$ cat config.mk
export PLATFORM = sky130hd
export DESIGN_NAME = min_heap_timer_manager
export DESIGN_NICKNAME = d
export VERILOG_FILES = /design/src/rtl/mhtm_pkg.sv /design/src/rtl/mhtm_datapath.sv /design/src/rtl/mhtm_ctrl.sv /design/src/rtl/min_heap_timer_manager.sv
export SDC_FILE = /design/constraint.sdc
export NUM_CORES = 2
export LEC_CHECK = 0
export BUFFER_PORTS_ARGS = -buffer_cell sky130_fd_sc_hd__buf_2
export CAP_MARGIN = 15
export CORE_ASPECT_RATIO = 1.2
export CORE_UTILIZATION = 35
export CTS_CLUSTER_DIAMETER = 150
export DETAILED_ROUTE_END_ITERATION = 6
export HOLD_SLACK_MARGIN = 0.06
export PLACE_DENSITY_LB_ADDON = 0.1
export SETUP_SLACK_MARGIN = 0.15
export SLEW_MARGIN = 20
export SYNTH_ARGS = -nofsm -noshare
export SYNTH_HDL_FRONTEND = slang
export SYNTH_HIERARCHICAL = 1
export SYNTH_SLANG_ARGS = --single-unit
$ cat constraint.sdc
create_clock -name clock -period 11.64 [get_ports clock]
set_input_delay 2.328 -clock clock [delete_from_list [all_inputs] [get_ports clock]]
set_output_delay 2.328 -clock clock [all_outputs]
set_load 0.005 [all_outputs]
$ cat src/rtl/mhtm_pkg.sv
// Package for the min-heap timer manager: command, result and op codes,
// plus the control/status structs between controller and datapath.
// No dependencies.
package mhtm_pkg;

   localparam int CAPACITY_DEF = 32;
   localparam int ID_SPACE_DEF = 256;

   localparam int REQ_DATA_W = 40;
   localparam int RSP_DATA_W = 48;

   // request commands
   localparam logic [2:0] CMD_TICK   = 3'd0;
   localparam logic [2:0] CMD_ADD    = 3'd1;
   localparam logic [2:0] CMD_ADJUST = 3'd2;
   localparam logic [2:0] CMD_QUERY  = 3'd3;
   localparam logic [2:0] CMD_CLEAR  = 3'd4;

   // result kinds
   localparam logic [1:0] KIND_EXPIRED = 2'd0;
   localparam logic [1:0] KIND_DELAY   = 2'd1;
   localparam logic [1:0] KIND_DONE    = 2'd2;

   // error codes
   localparam logic [1:0] ERR_NONE    = 2'd0;
   localparam logic [1:0] ERR_FULL    = 2'd1;
   localparam logic [1:0] ERR_UNKNOWN = 2'd2;

   // datapath operations
   localparam logic [4:0] OP_NONE        = 5'd0;
   localparam logic [4:0] OP_LOAD        = 5'd1;
   localparam logic [4:0] OP_TICK        = 5'd2;
   localparam logic [4:0] OP_ERR_FULL    = 5'd3;
   localparam logic [4:0] OP_ERR_UNKNOWN = 5'd4;
   localparam logic [4:0] OP_CLEAR       = 5'd5;
   localparam logic [4:0] OP_ADD_NEW     = 5'd6;
   localparam logic [4:0] OP_RD_POS      = 5'd7;
   localparam logic [4:0] OP_RT_START    = 5'd8;
   localparam logic [4:0] OP_RT_SETV     = 5'd9;
   localparam logic [4:0] OP_RD_TOP      = 5'd10;
   localparam logic [4:0] OP_EMIT_EXP    = 5'd11;
   localparam logic [4:0] OP_RD_LAST     = 5'd12;
   localparam logic [4:0] OP_LATCH_V     = 5'd13;
   localparam logic [4:0] OP_DN_L        = 5'd14;
   localparam logic [4:0] OP_DN_R        = 5'd15;
   localparam logic [4:0] OP_DN_SEL      = 5'd16;
   localparam logic [4:0] OP_DN_MOVE     = 5'd17;
   localparam logic [4:0] OP_WR_HOLE     = 5'd18;
   localparam logic [4:0] OP_RD_BASE     = 5'd19;
   localparam logic [4:0] OP_RD_PAR      = 5'd20;
   localparam logic [4:0] OP_UP_MOVE     = 5'd21;
   localparam logic [4:0] OP_EMIT_DELAY  = 5'd22;
   localparam logic [4:0] OP_EMIT_EMPTY  = 5'd23;
   localparam logic [4:0] OP_EMIT_DONE   = 5'd24;

   typedef struct packed {
      logic [4:0] op;
   } ctl_cmd_type;

   typedef struct packed {
      logic [2:0] cmd;
      logic       id_oor;
      logic       id_present;
      logic       full;
      logic       empty;
      logic       pos_ok;
      logic       has_left;
      logic       is_root;
      logic       due;
      logic       v_before_c;
      logic       v_before_q;
      logic       out_free;
   } dp_status_type;

endpackage

$ cat src/rtl/mhtm_datapath.sv
// Datapath of the timer manager: heap and position memories, presence bits,
// time counter, sift registers and the result register.
// Depends on mhtm_pkg.
module mhtm_datapath #(
   parameter int CAPACITY = mhtm_pkg::CAPACITY_DEF,
   parameter int ID_SPACE = mhtm_pkg::ID_SPACE_DEF
) (
   input  logic                            clock,
   input  logic                            reset,
   input  mhtm_pkg::ctl_cmd_type           ctl,
   output mhtm_pkg::dp_status_type         sts,
   input  logic [mhtm_pkg::REQ_DATA_W-1:0] req_tdata,
   input  logic [2:0]                      req_tuser,
   output logic                            rsp_tvalid,
   input  logic                            rsp_tready,
   output logic [mhtm_pkg::RSP_DATA_W-1:0] rsp_tdata,
   output logic [1:0]                      rsp_tuser,
   output logic                            rsp_tlast
);

   localparam int IW  = $clog2(CAPACITY);
   localparam int CW  = $clog2(CAPACITY + 1);
   localparam int IDW = $clog2(ID_SPACE);
   localparam int LW  = IW + 2;
   localparam int EW  = 40;

   logic [EW-1:0]  heap_mem [CAPACITY];
   logic [IW-1:0]  pos_mem  [ID_SPACE];

   logic [2:0]     cmd_ff;
   logic [7:0]     id_ff;
   logic [30:0]    tmo_ff;
   logic [1:0]     err_ff;
   logic [31:0]    now_ff;
   logic [CW-1:0]  count_ff;
   logic [ID_SPACE-1:0] present_ff;
   logic [7:0]     v_id_ff;
   logic [31:0]    v_exp_ff;
   logic [7:0]     c_id_ff;
   logic [31:0]    c_exp_ff;
   logic [IW-1:0]  hole_ff;
   logic [IW-1:0]  base_ff;
   logic [IW-1:0]  child_ff;
   logic [EW-1:0]  q_ff;
   logic [IW-1:0]  pos_q_ff;
   logic           rsp_valid_ff;
   logic           rsp_valid_in;
   logic [1:0]     rsp_kind_ff;
   logic [7:0]     rsp_id_ff;
   logic [30:0]    rsp_delay_ff;
   logic           rsp_empty_ff;
   logic [1:0]     rsp_err_ff;
   logic           rsp_last_ff;

   logic [7:0]     q_id;
   logic [31:0]    q_exp;
   logic [IDW-1:0] id_idx;
   logic [LW-1:0]  left;
   logic [LW-1:0]  right;
   logic [LW-1:0]  count_ext;
   logic [IW-1:0]  parent;
   logic [31:0]    new_exp;
   logic [31:0]    dq;
   logic [31:0]    d_vc;
   logic [31:0]    d_vq;
   logic [31:0]    d_qc;
   logic           id_oor;
   logic           out_free;
   logic           rd_en;
   logic [IW-1:0]  rd_addr;
   logic           wr_en;
   logic [IW-1:0]  wr_addr;
   logic [EW-1:0]  wr_data;

   assign q_id      = q_ff[EW-1:32];
   assign q_exp     = q_ff[31:0];
   assign id_idx    = IDW'(id_ff);
   assign left      = LW'({hole_ff, 1'b1});
   assign right     = LW'(child_ff) + LW'(1);
   assign count_ext = LW'(count_ff);
   assign parent    = (hole_ff - IW'(1)) >> 1;
   assign new_exp   = now_ff + {1'b0, tmo_ff};
   assign dq        = q_exp - now_ff;
   assign d_vc      = v_exp_ff - c_exp_ff;
   assign d_vq      = v_exp_ff - q_exp;
   assign d_qc      = q_exp - c_exp_ff;
   assign id_oor    = 32'(id_ff) >= 32'(ID_SPACE);
   assign out_free  = !rsp_valid_ff || rsp_tready;

   always_comb begin
      sts            = '0;
      sts.cmd        = cmd_ff;
      sts.id_oor     = id_oor;
      sts.id_present = !id_oor && present_ff[id_idx];
      sts.full       = count_ff == CW'(CAPACITY);
      sts.empty      = count_ff == '0;
      sts.pos_ok     = CW'(pos_q_ff) < count_ff;
      sts.has_left   = left < count_ext;
      sts.is_root    = hole_ff == '0;
      sts.due        = (dq == '0) || dq[31];
      sts.v_before_c = d_vc[31];
      sts.v_before_q = d_vq[31];
      sts.out_free   = out_free;
   end

   // heap memory port selection
   always_comb begin
      rd_en   = 1'b1;
      rd_addr = '0;
      wr_en   = 1'b0;
      wr_addr = hole_ff;
      wr_data = {v_id_ff, v_exp_ff};
      unique case (ctl.op)
         mhtm_pkg::OP_RD_TOP:   rd_addr = '0;
         mhtm_pkg::OP_RD_LAST:  rd_addr = IW'(count_ff);
         mhtm_pkg::OP_RT_START: rd_addr = pos_q_ff;
         mhtm_pkg::OP_DN_L:     rd_addr = IW'(left);
         mhtm_pkg::OP_DN_R:     rd_addr = IW'(right);
         mhtm_pkg::OP_RD_BASE:  rd_addr = base_ff;
         mhtm_pkg::OP_RD_PAR:   rd_addr = parent;
         mhtm_pkg::OP_WR_HOLE: begin
            rd_en = 1'b0;
            wr_en = 1'b1;
         end
         mhtm_pkg::OP_DN_MOVE: begin
            rd_en   = 1'b0;
            wr_en   = 1'b1;
            wr_data = {c_id_ff, c_exp_ff};
         end
         mhtm_pkg::OP_UP_MOVE: begin
            rd_en   = 1'b0;
            wr_en   = 1'b1;
            wr_data = q_ff;
         end
         default: rd_en = 1'b0;
      endcase
   end

   always_ff @(posedge clock) begin
      if (wr_en) begin
         heap_mem[wr_addr] <= wr_data;
         pos_mem[IDW'(wr_data[EW-1:32])] <= wr_addr;
      end
      if (rd_en) begin
         q_ff <= heap_mem[rd_addr];
      end
      if (ctl.op == mhtm_pkg::OP_RD_POS) begin
         pos_q_ff <= pos_mem[id_idx];
      end
   end

   // result register fills on an emit op and drains on a transfer
   always_comb begin
      rsp_valid_in = rsp_valid_ff && !rsp_tready;
      case (ctl.op) inside
         mhtm_pkg::OP_EMIT_EXP, mhtm_pkg::OP_EMIT_DELAY, mhtm_pkg::OP_EMIT_EMPTY,
         mhtm_pkg::OP_EMIT_DONE: rsp_valid_in = 1'b1;
         default: ;
      endcase
   end

   // control state
   always_ff @(posedge clock) begin
      if (reset) begin
         now_ff       <= '0;
         count_ff     <= '0;
         present_ff   <= '0;
         rsp_valid_ff <= 1'b0;
      end else begin
         rsp_valid_ff <= rsp_valid_in;
         case (ctl.op)
            mhtm_pkg::OP_TICK:  now_ff <= now_ff + 32'd1;
            mhtm_pkg::OP_CLEAR: begin
               count_ff   <= '0;
               present_ff <= '0;
            end
            mhtm_pkg::OP_ADD_NEW: begin
               count_ff           <= count_ff + CW'(1);
               present_ff[id_idx] <= 1'b1;
            end
            mhtm_pkg::OP_EMIT_EXP: begin
               count_ff               <= count_ff - CW'(1);
               present_ff[IDW'(q_id)] <= 1'b0;
            end
            default: ;
         endcase
      end
   end

   // payload registers
   always_ff @(posedge clock) begin
      case (ctl.op)
         mhtm_pkg::OP_LOAD: begin
            cmd_ff <= req_tuser;
            id_ff  <= req_tdata[7:0];
            tmo_ff <= req_tdata[38:8];
            err_ff <= mhtm_pkg::ERR_NONE;
         end
         mhtm_pkg::OP_ERR_FULL:    err_ff <= mhtm_pkg::ERR_FULL;
         mhtm_pkg::OP_ERR_UNKNOWN: err_ff <= mhtm_pkg::ERR_UNKNOWN;
         mhtm_pkg::OP_ADD_NEW: begin
            hole_ff  <= IW'(count_ff);
            base_ff  <= IW'(count_ff);
            v_id_ff  <= id_ff;
            v_exp_ff <= new_exp;
         end
         mhtm_pkg::OP_RT_START: begin
            hole_ff <= pos_q_ff;
            base_ff <= pos_q_ff;
         end
         mhtm_pkg::OP_RT_SETV: begin
            v_id_ff  <= q_id;
            v_exp_ff <= new_exp;
         end
         mhtm_pkg::OP_RD_LAST: begin
            hole_ff <= '0;
            base_ff <= '0;
         end
         mhtm_pkg::OP_LATCH_V: begin
            v_id_ff  <= q_id;
            v_exp_ff <= q_exp;
         end
         mhtm_pkg::OP_DN_L: child_ff <= IW'(left);
         mhtm_pkg::OP_DN_R: begin
            c_id_ff  <= q_id;
            c_exp_ff <= q_exp;
         end
         mhtm_pkg::OP_DN_SEL: begin
            // right child wins only when strictly earlier
            if (right < count_ext && d_qc[31]) begin
               c_id_ff  <= q_id;
               c_exp_ff <= q_exp;
               child_ff <= IW'(right);
            end
         end
         mhtm_pkg::OP_DN_MOVE: hole_ff <= child_ff;
         mhtm_pkg::OP_RD_BASE: hole_ff <= base_ff;
         mhtm_pkg::OP_UP_MOVE: hole_ff <= parent;
         default: ;
      endcase
      if (out_free) begin
         case (ctl.op)
            mhtm_pkg::OP_EMIT_EXP: begin
               rsp_kind_ff  <= mhtm_pkg::KIND_EXPIRED;
               rsp_id_ff    <= q_id;
               rsp_delay_ff <= '0;
               rsp_empty_ff <= 1'b0;
               rsp_err_ff   <= mhtm_pkg::ERR_NONE;
               rsp_last_ff  <= 1'b0;
            end
            mhtm_pkg::OP_EMIT_DELAY: begin
               rsp_kind_ff  <= mhtm_pkg::KIND_DELAY;
               rsp_id_ff    <= '0;
               rsp_delay_ff <= dq[31] ? '0 : dq[30:0];
               rsp_empty_ff <= 1'b0;
               rsp_err_ff   <= mhtm_pkg::ERR_NONE;
               rsp_last_ff  <= 1'b1;
            end
            mhtm_pkg::OP_EMIT_EMPTY: begin
               rsp_kind_ff  <= mhtm_pkg::KIND_DELAY;
               rsp_id_ff    <= '0;
               rsp_delay_ff <= '0;
               rsp_empty_ff <= 1'b1;
               rsp_err_ff   <= mhtm_pkg::ERR_NONE;
               rsp_last_ff  <= 1'b1;
            end
            mhtm_pkg::OP_EMIT_DONE: begin
               rsp_kind_ff  <= mhtm_pkg::KIND_DONE;
               rsp_id_ff    <= '0;
               rsp_delay_ff <= '0;
               rsp_empty_ff <= 1'b0;
               rsp_err_ff   <= err_ff;
               rsp_last_ff  <= 1'b1;
            end
            default: ;
         endcase
      end
   end

   assign rsp_tvalid = rsp_valid_ff;
   assign rsp_tuser  = rsp_kind_ff;
   assign rsp_tlast  = rsp_last_ff;
   assign rsp_tdata  = {6'd0, rsp_err_ff, rsp_empty_ff, rsp_delay_ff, rsp_id_ff};

   a_count_bound: assert property (@(posedge clock) disable iff (reset)
      32'(count_ff) <= 32'(CAPACITY))
      else $error("heap count above capacity");

   a_expire_nonempty: assert property (@(posedge clock) disable iff (reset)
      ctl.op == mhtm_pkg::OP_EMIT_EXP |-> count_ff != '0)
      else $error("expiry from empty heap");

   a_expire_shrinks: assert property (@(posedge clock) disable iff (reset)
      ctl.op == mhtm_pkg::OP_EMIT_EXP |=> count_ff == $past(count_ff) - CW'(1))
      else $error("expiry did not shrink heap");

   a_clear_empties: assert property (@(posedge clock) disable iff (reset)
      ctl.op == mhtm_pkg::OP_CLEAR |=> count_ff == '0 && present_ff == '0)
      else $error("clear left timers behind");

   a_emit_slot: assert property (@(posedge clock) disable iff (reset)
      (ctl.op == mhtm_pkg::OP_EMIT_EXP || ctl.op == mhtm_pkg::OP_EMIT_DONE) |-> out_free)
      else $error("result overwritten");

endmodule

$ cat src/rtl/mhtm_ctrl.sv
// Controller of the timer manager: sequences expiry, insert, retime and
// sift steps as datapath ops. Depends on mhtm_pkg.
module mhtm_ctrl (
   input  logic                    clock,
   input  logic                    reset,
   input  logic                    req_tvalid,
   output logic                    req_tready,
   input  mhtm_pkg::dp_status_type sts,
   output mhtm_pkg::ctl_cmd_type   ctl
);

   localparam logic [4:0] S_IDLE    = 5'd0;
   localparam logic [4:0] S_DISP    = 5'd1;
   localparam logic [4:0] S_RT_POS  = 5'd2;
   localparam logic [4:0] S_RT_V    = 5'd3;
   localparam logic [4:0] S_EXP_RD  = 5'd4;
   localparam logic [4:0] S_EXP_CHK = 5'd5;
   localparam logic [4:0] S_RM_RD   = 5'd6;
   localparam logic [4:0] S_RM_V    = 5'd7;
   localparam logic [4:0] S_DN_L    = 5'd8;
   localparam logic [4:0] S_DN_R    = 5'd9;
   localparam logic [4:0] S_DN_SEL  = 5'd10;
   localparam logic [4:0] S_DN_CMP  = 5'd11;
   localparam logic [4:0] S_UP_B    = 5'd12;
   localparam logic [4:0] S_UP_V    = 5'd13;
   localparam logic [4:0] S_UP_RD   = 5'd14;
   localparam logic [4:0] S_UP_CMP  = 5'd15;
   localparam logic [4:0] S_DONE    = 5'd16;

   logic [4:0] state_ff;
   logic [4:0] state_in;
   logic       remove_ff;
   logic       remove_in;
   logic [4:0] down_exit;

   assign req_tready = state_ff == S_IDLE;
   // after a sift down: removal goes back to expiry, retime continues upward
   assign down_exit  = remove_ff ? S_EXP_RD : S_UP_B;

   always_comb begin
      state_in  = state_ff;
      remove_in = remove_ff;
      ctl.op    = mhtm_pkg::OP_NONE;
      unique case (state_ff)
         S_IDLE: begin
            if (req_tvalid) begin
               ctl.op   = mhtm_pkg::OP_LOAD;
               state_in = S_DISP;
            end
         end
         S_DISP: begin
            case (sts.cmd)
               mhtm_pkg::CMD_TICK: begin
                  ctl.op   = mhtm_pkg::OP_TICK;
                  state_in = S_EXP_RD;
               end
               mhtm_pkg::CMD_ADD: begin
                  if (sts.id_oor) begin
                     ctl.op   = mhtm_pkg::OP_ERR_FULL;
                     state_in = S_DONE;
                  end else if (sts.id_present) begin
                     ctl.op   = mhtm_pkg::OP_RD_POS;
                     state_in = S_RT_POS;
                  end else if (sts.full) begin
                     ctl.op   = mhtm_pkg::OP_ERR_FULL;
                     state_in = S_DONE;
                  end else begin
                     ctl.op   = mhtm_pkg::OP_ADD_NEW;
                     state_in = S_UP_RD;
                  end
               end
               mhtm_pkg::CMD_ADJUST: begin
                  if (!sts.id_present) begin
                     ctl.op   = mhtm_pkg::OP_ERR_UNKNOWN;
                     state_in = S_DONE;
                  end else begin
                     ctl.op   = mhtm_pkg::OP_RD_POS;
                     state_in = S_RT_POS;
                  end
               end
               mhtm_pkg::CMD_QUERY: state_in = S_EXP_RD;
               mhtm_pkg::CMD_CLEAR: begin
                  ctl.op   = mhtm_pkg::OP_CLEAR;
                  state_in = S_DONE;
               end
               default: state_in = S_DONE;
            endcase
         end
         S_RT_POS: begin
            if (sts.pos_ok) begin
               ctl.op   = mhtm_pkg::OP_RT_START;
               state_in = S_RT_V;
            end else begin
               state_in = S_DONE;
            end
         end
         S_RT_V: begin
            ctl.op    = mhtm_pkg::OP_RT_SETV;
            remove_in = 1'b0;
            state_in  = S_DN_L;
         end
         S_EXP_RD: begin
            if (!sts.empty) begin
               ctl.op   = mhtm_pkg::OP_RD_TOP;
               state_in = S_EXP_CHK;
            end else if (sts.cmd != mhtm_pkg::CMD_QUERY) begin
               state_in = S_DONE;
            end else if (sts.out_free) begin
               ctl.op   = mhtm_pkg::OP_EMIT_EMPTY;
               state_in = S_IDLE;
            end
         end
         S_EXP_CHK: begin
            if (sts.due) begin
               if (sts.out_free) begin
                  ctl.op   = mhtm_pkg::OP_EMIT_EXP;
                  state_in = S_RM_RD;
               end
            end else if (sts.cmd != mhtm_pkg::CMD_QUERY) begin
               state_in = S_DONE;
            end else if (sts.out_free) begin
               ctl.op   = mhtm_pkg::OP_EMIT_DELAY;
               state_in = S_IDLE;
            end
         end
         S_RM_RD: begin
            if (sts.empty) begin
               state_in = S_EXP_RD;
            end else begin
               ctl.op   = mhtm_pkg::OP_RD_LAST;
               state_in = S_RM_V;
            end
         end
         S_RM_V: begin
            ctl.op    = mhtm_pkg::OP_LATCH_V;
            remove_in = 1'b1;
            state_in  = S_DN_L;
         end
         S_DN_L: begin
            if (sts.has_left) begin
               ctl.op   = mhtm_pkg::OP_DN_L;
               state_in = S_DN_R;
            end else begin
               ctl.op   = mhtm_pkg::OP_WR_HOLE;
               state_in = down_exit;
            end
         end
         S_DN_R: begin
            ctl.op   = mhtm_pkg::OP_DN_R;
            state_in = S_DN_SEL;
         end
         S_DN_SEL: begin
            ctl.op   = mhtm_pkg::OP_DN_SEL;
            state_in = S_DN_CMP;
         end
         S_DN_CMP: begin
            if (sts.v_before_c) begin
               ctl.op   = mhtm_pkg::OP_WR_HOLE;
               state_in = down_exit;
            end else begin
               ctl.op   = mhtm_pkg::OP_DN_MOVE;
               state_in = S_DN_L;
            end
         end
         S_UP_B: begin
            ctl.op   = mhtm_pkg::OP_RD_BASE;
            state_in = S_UP_V;
         end
         S_UP_V: begin
            ctl.op   = mhtm_pkg::OP_LATCH_V;
            state_in = S_UP_RD;
         end
         S_UP_RD: begin
            if (sts.is_root) begin
               ctl.op   = mhtm_pkg::OP_WR_HOLE;
               state_in = S_DONE;
            end else begin
               ctl.op   = mhtm_pkg::OP_RD_PAR;
               state_in = S_UP_CMP;
            end
         end
         S_UP_CMP: begin
            if (sts.v_before_q) begin
               ctl.op   = mhtm_pkg::OP_UP_MOVE;
               state_in = S_UP_RD;
            end else begin
               ctl.op   = mhtm_pkg::OP_WR_HOLE;
               state_in = S_DONE;
            end
         end
         S_DONE: begin
            if (sts.out_free) begin
               ctl.op   = mhtm_pkg::OP_EMIT_DONE;
               state_in = S_IDLE;
            end
         end
         default: state_in = S_IDLE;
      endcase
   end

   always_ff @(posedge clock) begin
      if (reset) begin
         state_ff  <= S_IDLE;
         remove_ff <= 1'b0;
      end else begin
         state_ff  <= state_in;
         remove_ff <= remove_in;
      end
   end

   a_accept_idle: assert property (@(posedge clock) disable iff (reset)
      ctl.op == mhtm_pkg::OP_LOAD |-> state_ff == S_IDLE)
      else $error("request loaded while busy");

   a_load_dispatch: assert property (@(posedge clock) disable iff (reset)
      ctl.op == mhtm_pkg::OP_LOAD |=> state_ff == S_DISP)
      else $error("load not followed by dispatch");

   a_done_idle: assert property (@(posedge clock) disable iff (reset)
      ctl.op == mhtm_pkg::OP_EMIT_DONE |=> state_ff == S_IDLE)
      else $error("closing result did not end command");

endmodule

$ cat src/rtl/min_heap_timer_manager.sv
// Min-heap timer manager, one command at a time; the next command is taken once
// the closing result is registered. The controller steps from accept to the
// closing result: an add of a new id climbs the heap level by level, a retime
// sifts down and then up, and each expired timer is removed with a sift down;
// a full result register stalls the controller. The heap memory is single-port,
// one read or write per cycle. Synchronous reset empties the heap and the id
// table and zeroes the time counter; no clearing pass.
module min_heap_timer_manager #(
   parameter int CAPACITY = mhtm_pkg::CAPACITY_DEF,
   parameter int ID_SPACE = mhtm_pkg::ID_SPACE_DEF
) (
   input  logic                            clock,
   input  logic                            reset,
   input  logic                            req_tvalid,
   output logic                            req_tready,
   input  logic [mhtm_pkg::REQ_DATA_W-1:0] req_tdata,  // timer_id[7:0], timeout_ms[38:8]
   input  logic [2:0]                      req_tuser,  // command[2:0]
   output logic                            rsp_tvalid,
   input  logic                            rsp_tready,
   output logic [mhtm_pkg::RSP_DATA_W-1:0] rsp_tdata,  // expired_id[7:0], delay_ms[38:8],
                                                       // no_timers[39], error_code[41:40]
   output logic [1:0]                      rsp_tuser,  // kind[1:0]
   output logic                            rsp_tlast
);

   mhtm_pkg::ctl_cmd_type   ctl;
   mhtm_pkg::dp_status_type sts;

   mhtm_ctrl u_ctrl (
      .clock      (clock),
      .reset      (reset),
      .req_tvalid (req_tvalid),
      .req_tready (req_tready),
      .sts        (sts),
      .ctl        (ctl)
   );

   mhtm_datapath #(
      .CAPACITY (CAPACITY),
      .ID_SPACE (ID_SPACE)
   ) u_datapath (
      .clock      (clock),
      .reset      (reset),
      .ctl        (ctl),
      .sts        (sts),
      .req_tdata  (req_tdata),
      .req_tuser  (req_tuser),
      .rsp_tvalid (rsp_tvalid),
      .rsp_tready (rsp_tready),
      .rsp_tdata  (rsp_tdata),
      .rsp_tuser  (rsp_tuser),
      .rsp_tlast  (rsp_tlast)
   );

endmodule
==> run_results.csv <==
group,metric,value,unit
run_status,status,"complete, no violations",
cts,htreeDepth,5,
cts,ctsResizeCount,0,
power,ir_drop,0.216,mV
grt,antenna_found_initial,8,
synth,avgSynthCellArea,13.9,sq um
timing,setup_tns,0,ps
critical_path,cp-start-kind,"flip-flop",
power,p_leak,49.1,nW
hold_path,hold_depth,2,
finish,fill_cells,34830,
grt,grt_pass1_vias,80700,
cts,cts_tree,"built",
synth,synth_most_common_cell,"edfxtp_1",
synth,synth_seq_area_share,0.682,
drt,routed_wl,405,mm
place,dp_hpwl,241,mm
drt,drc,0,
synth,synth_area_leaders,"edfxtp_1, mux4_2, nand2_1, dfxtp_1, a21oi_1",
grt,grt-ovfl-total,0,
timing,finClkSkew,84.2,ps
timing,timing_hold_violations_final,0,
synth,synth_compound_area_frac,0.0777,
drt,wire_per_inst,27.5,um
critical_path,critical_path_class,"reg2reg",
synth,synth_ff_type,"edfxtp_1",
synth,yosys.area_share.simple,0.105,
critical_path,path_buf_inv,4,
cts,clockBufferDepth,4,
place,place.gp.congestion,0.832,
floorplanning,fp.dieH,674,um
hold_path,hold_class,"reg2reg",
cts,cts_made_buffers,339,
critical_path,crit_top_cell,"buf_4",
synth,synth_xor_area_frac,0.00658,
floorplanning,start_util,0.352,
critical_path,ff2ff_path_depth,23,
floorplanning,core_area,0.374,sq mm
synth,yosysUniqueCellTypes,85,
drt,vias,80691,
power,cellPowerDensity,213,mW/mm^2
finish,drive_gt1_frac,0.154,
power,power,31.8,mW
critical_path,path_delay_family,"compound AO/OA/AOI/OAI gates",
grt,grt_max_degree,205,
critical_path,crit_fanout,45,
critical_path,cp.depth,23,
timing,max_freq,103,MHz
finish,multiInputGateArea,0.0392,sq mm
critical_path,cp_data_arrival_time,10270,ps
synth,synthArstFlopShare,0,
timing,drv_slew,0,
synth,syn_area,0.132,sq mm
finish,seqCellArea,0.0898,sq mm
grt,grt_pass1_wl,581,mm
synth,synth_top_area_frac,0.636,
floorplanning,num_io_pins,100,
critical_path,cp_cell_sequence,"ha_1 > a2111oi_0 > inv_1 > o211ai_1 > o31ai_1 > a222oi_1 > a211oi_1 > o21ai_1 > a21oi_1 > nor2b_1 > o21ai_1 > and3_1 > o21ai_0 > o2111ai_2 > or3b_2 > nor2_4 > buf_4 > a221o_1 > buf_4 > nor2b_1 > nand3_1 > buf_4 > nor2_1",
synth,synth_top_family_by_area,"simple AND/OR/NAND/NOR gates",
floorplanning,num_rows,246,
finish,synthToLayoutAreaGrowth,13.3,%
timing,tightest_slew,1230,ps
synth,synth-seq-cells,3090,
timing,rsz0062_at_grt,"false",
synth,synthCells,9452,
place,portBuffers,92,
critical_path,cp.required,12240,ps
drt,first_iter_violations,7379,
cts,clkSinkCount,3090,
grt,track_usage,0.210,
cts,cts-root-buf,"clkbuf_16",
cts,path_clk_slew,60,ps
critical_path,ff2ff_setup_slack,1970,ps
finish,design_area,0.149,sq mm
timing,slew_headroom,0.182,
place,placed_cell_area,0.138,sq mm
synth,synth_area_leader_cell,"edfxtp_1",
drt,ant_nets,0,
critical_path,cpPeakStageDelay,810,ps
synth,synth-edff-count,2789,
job,max_cap_violations,0,
synth,synthMuxAreaShare,0.0858,
timing,finalSetupViolations,0,
critical_path,crit_slowest_cell,"nand3_1",
cts,postCtsSetupBuffers,0,
finish,nets,9707,
synth,synth-adder-area-share,0.0172,
critical_path,endpoint_kind,"flip-flop",
synth,yosys-top-cells-count,"edfxtp_1, nand2_1, a21oi_1",
synth,synth_warnings,6,
timing,fin_crit,9670,ps
floorplanning,fp.dieW,562,um
floorplanning,die_area,0.379,sq mm
cts,ctsHoldBuffers,0,
drt,via_per_inst,5.48,
timing,finalCritPeriodShare,0.831,
drt,dr.pass1.iters,5,
cts,clkLatencyLatePin,970,ps
-- sequential cells by signal, indices dropped and copies added (netlist names), 32 cells and up --
name / count
u_datapath/heap_mem: 1280
u_datapath/pos_mem: 1280
u_datapath/present_ff: 256
u_datapath/q_ff: 40
u_datapath/c_exp_ff: 32
u_datapath/now_ff: 32
u_datapath/v_exp_ff: 32
-- metrics by stage --
stage                util  instances  setup WS [ps]  hold WS [ps]
floorplan               -       9458           2400           424
global placement    0.369      14092           1770           454
detailed placement  0.369      14096           1990           463
CTS                 0.398      14708           1860           471
global route        0.399      14713           1300           489
finish              0.399      14714           1970           472
-- metal layers --
| metal | wire length (um) | global-route usage |
|---|---|---|
| met4 | 10400 | 0.0554 |
| met5 | 13 | 0 |
| met1 | 167000 | 0.269 |
| met3 | 19500 | 0.0266 |
| met2 | 208000 | 0.371 |
-- cell type report --
| type | count | area share |
|---|---|---|
| Multi-Input combinational cell | 5570 | 0.263 |
| Sequential cell | 3090 | 0.602 |
| Clock inverter | 191 | 0.0117 |
| Timing Repair Buffer | 344 | 0.0187 |
| Tap cell | 4960 | 0.0416 |
| Antenna cell | 2 | 0.0000335 |
| Clock buffer | 421 | 0.0604 |
| Inverter | 136 | 0.00342 |
-- logic make-up after synthesis --
logic type                 Yosys count
xor gates and xnor gates            99
buffers and inverters              798
adders and majority gates          179
AOI/OAI and AO/OA                 1584
other                                1
and+or+nand+nor                   3185
muxes                              516
DFF                               3090
-- cells in the final DEF, fill, tap and decap left out, types with 40 or more instances in the layout --
cell,instances
buf_4,216
a31o_1,41
mux4_2,489
nand2b_1,48
a21oi_1,624
and3_1,188
ha_1,176
nor2_1,443
inv_1,135
clkinv_2,60
buf_2,91
a21o_1,69
clkbuf_16,344
a221oi_2,40
dfxtp_1,301
clkbuf_1,65
xnor2_1,71
clkinv_1,69
nand3_1,536
o21ai_0,332
nand2_1,1681
a311oi_1,203
edfxtp_1,2789
a31oi_1,65
-- worst register-to-register path, stage by stage (launching register included) --
cell       delay, ps
edfxtp_1         540
ha_1             430
a2111oi_0        550
inv_1            110
o211ai_1         450
o31ai_1          250
a222oi_1         510
a211oi_1         140
o21ai_1          180
a21oi_1          100
nor2b_1          430
o21ai_1          230
and3_1           230
o21ai_0          330
o2111ai_2        490
or3b_2           700
nor2_4           130
buf_4            530
a221o_1          290
buf_4            370
nor2b_1          490
nand3_1          810
buf_4            540
nor2_1           490
-- final timing paths --
| check | start | end |
|---|---|---|
| max reg2reg | u_datapath/q_ff[6]$_DFFE_PP_ | u_datapath/pos_mem[225][0]$_DFFE_PP_ |
| min | u_datapath/present_ff[39]$_SDFFE_PP0P_ | u_datapath/present_ff[39]$_SDFFE_PP0P_ |
| max | u_datapath/q_ff[6]$_DFFE_PP_ | u_datapath/pos_mem[225][0]$_DFFE_PP_ |
| min reg2reg | u_datapath/present_ff[39]$_SDFFE_PP0P_ | u_datapath/present_ff[39]$_SDFFE_PP0P_ |
-- where the power goes --
| part | internal, mW | total (mW) | switching [mW] |
|---|---|---|---|
| registers | 13.1 | 13.3 | 0.265 |
| logic | 2.74 | 7.88 | 5.14 |
| clock network | 6.12 | 10.6 | 4.46 |
| total | 21.9 | 31.8 | 9.86 |
(Power assumes the default switching activity.)
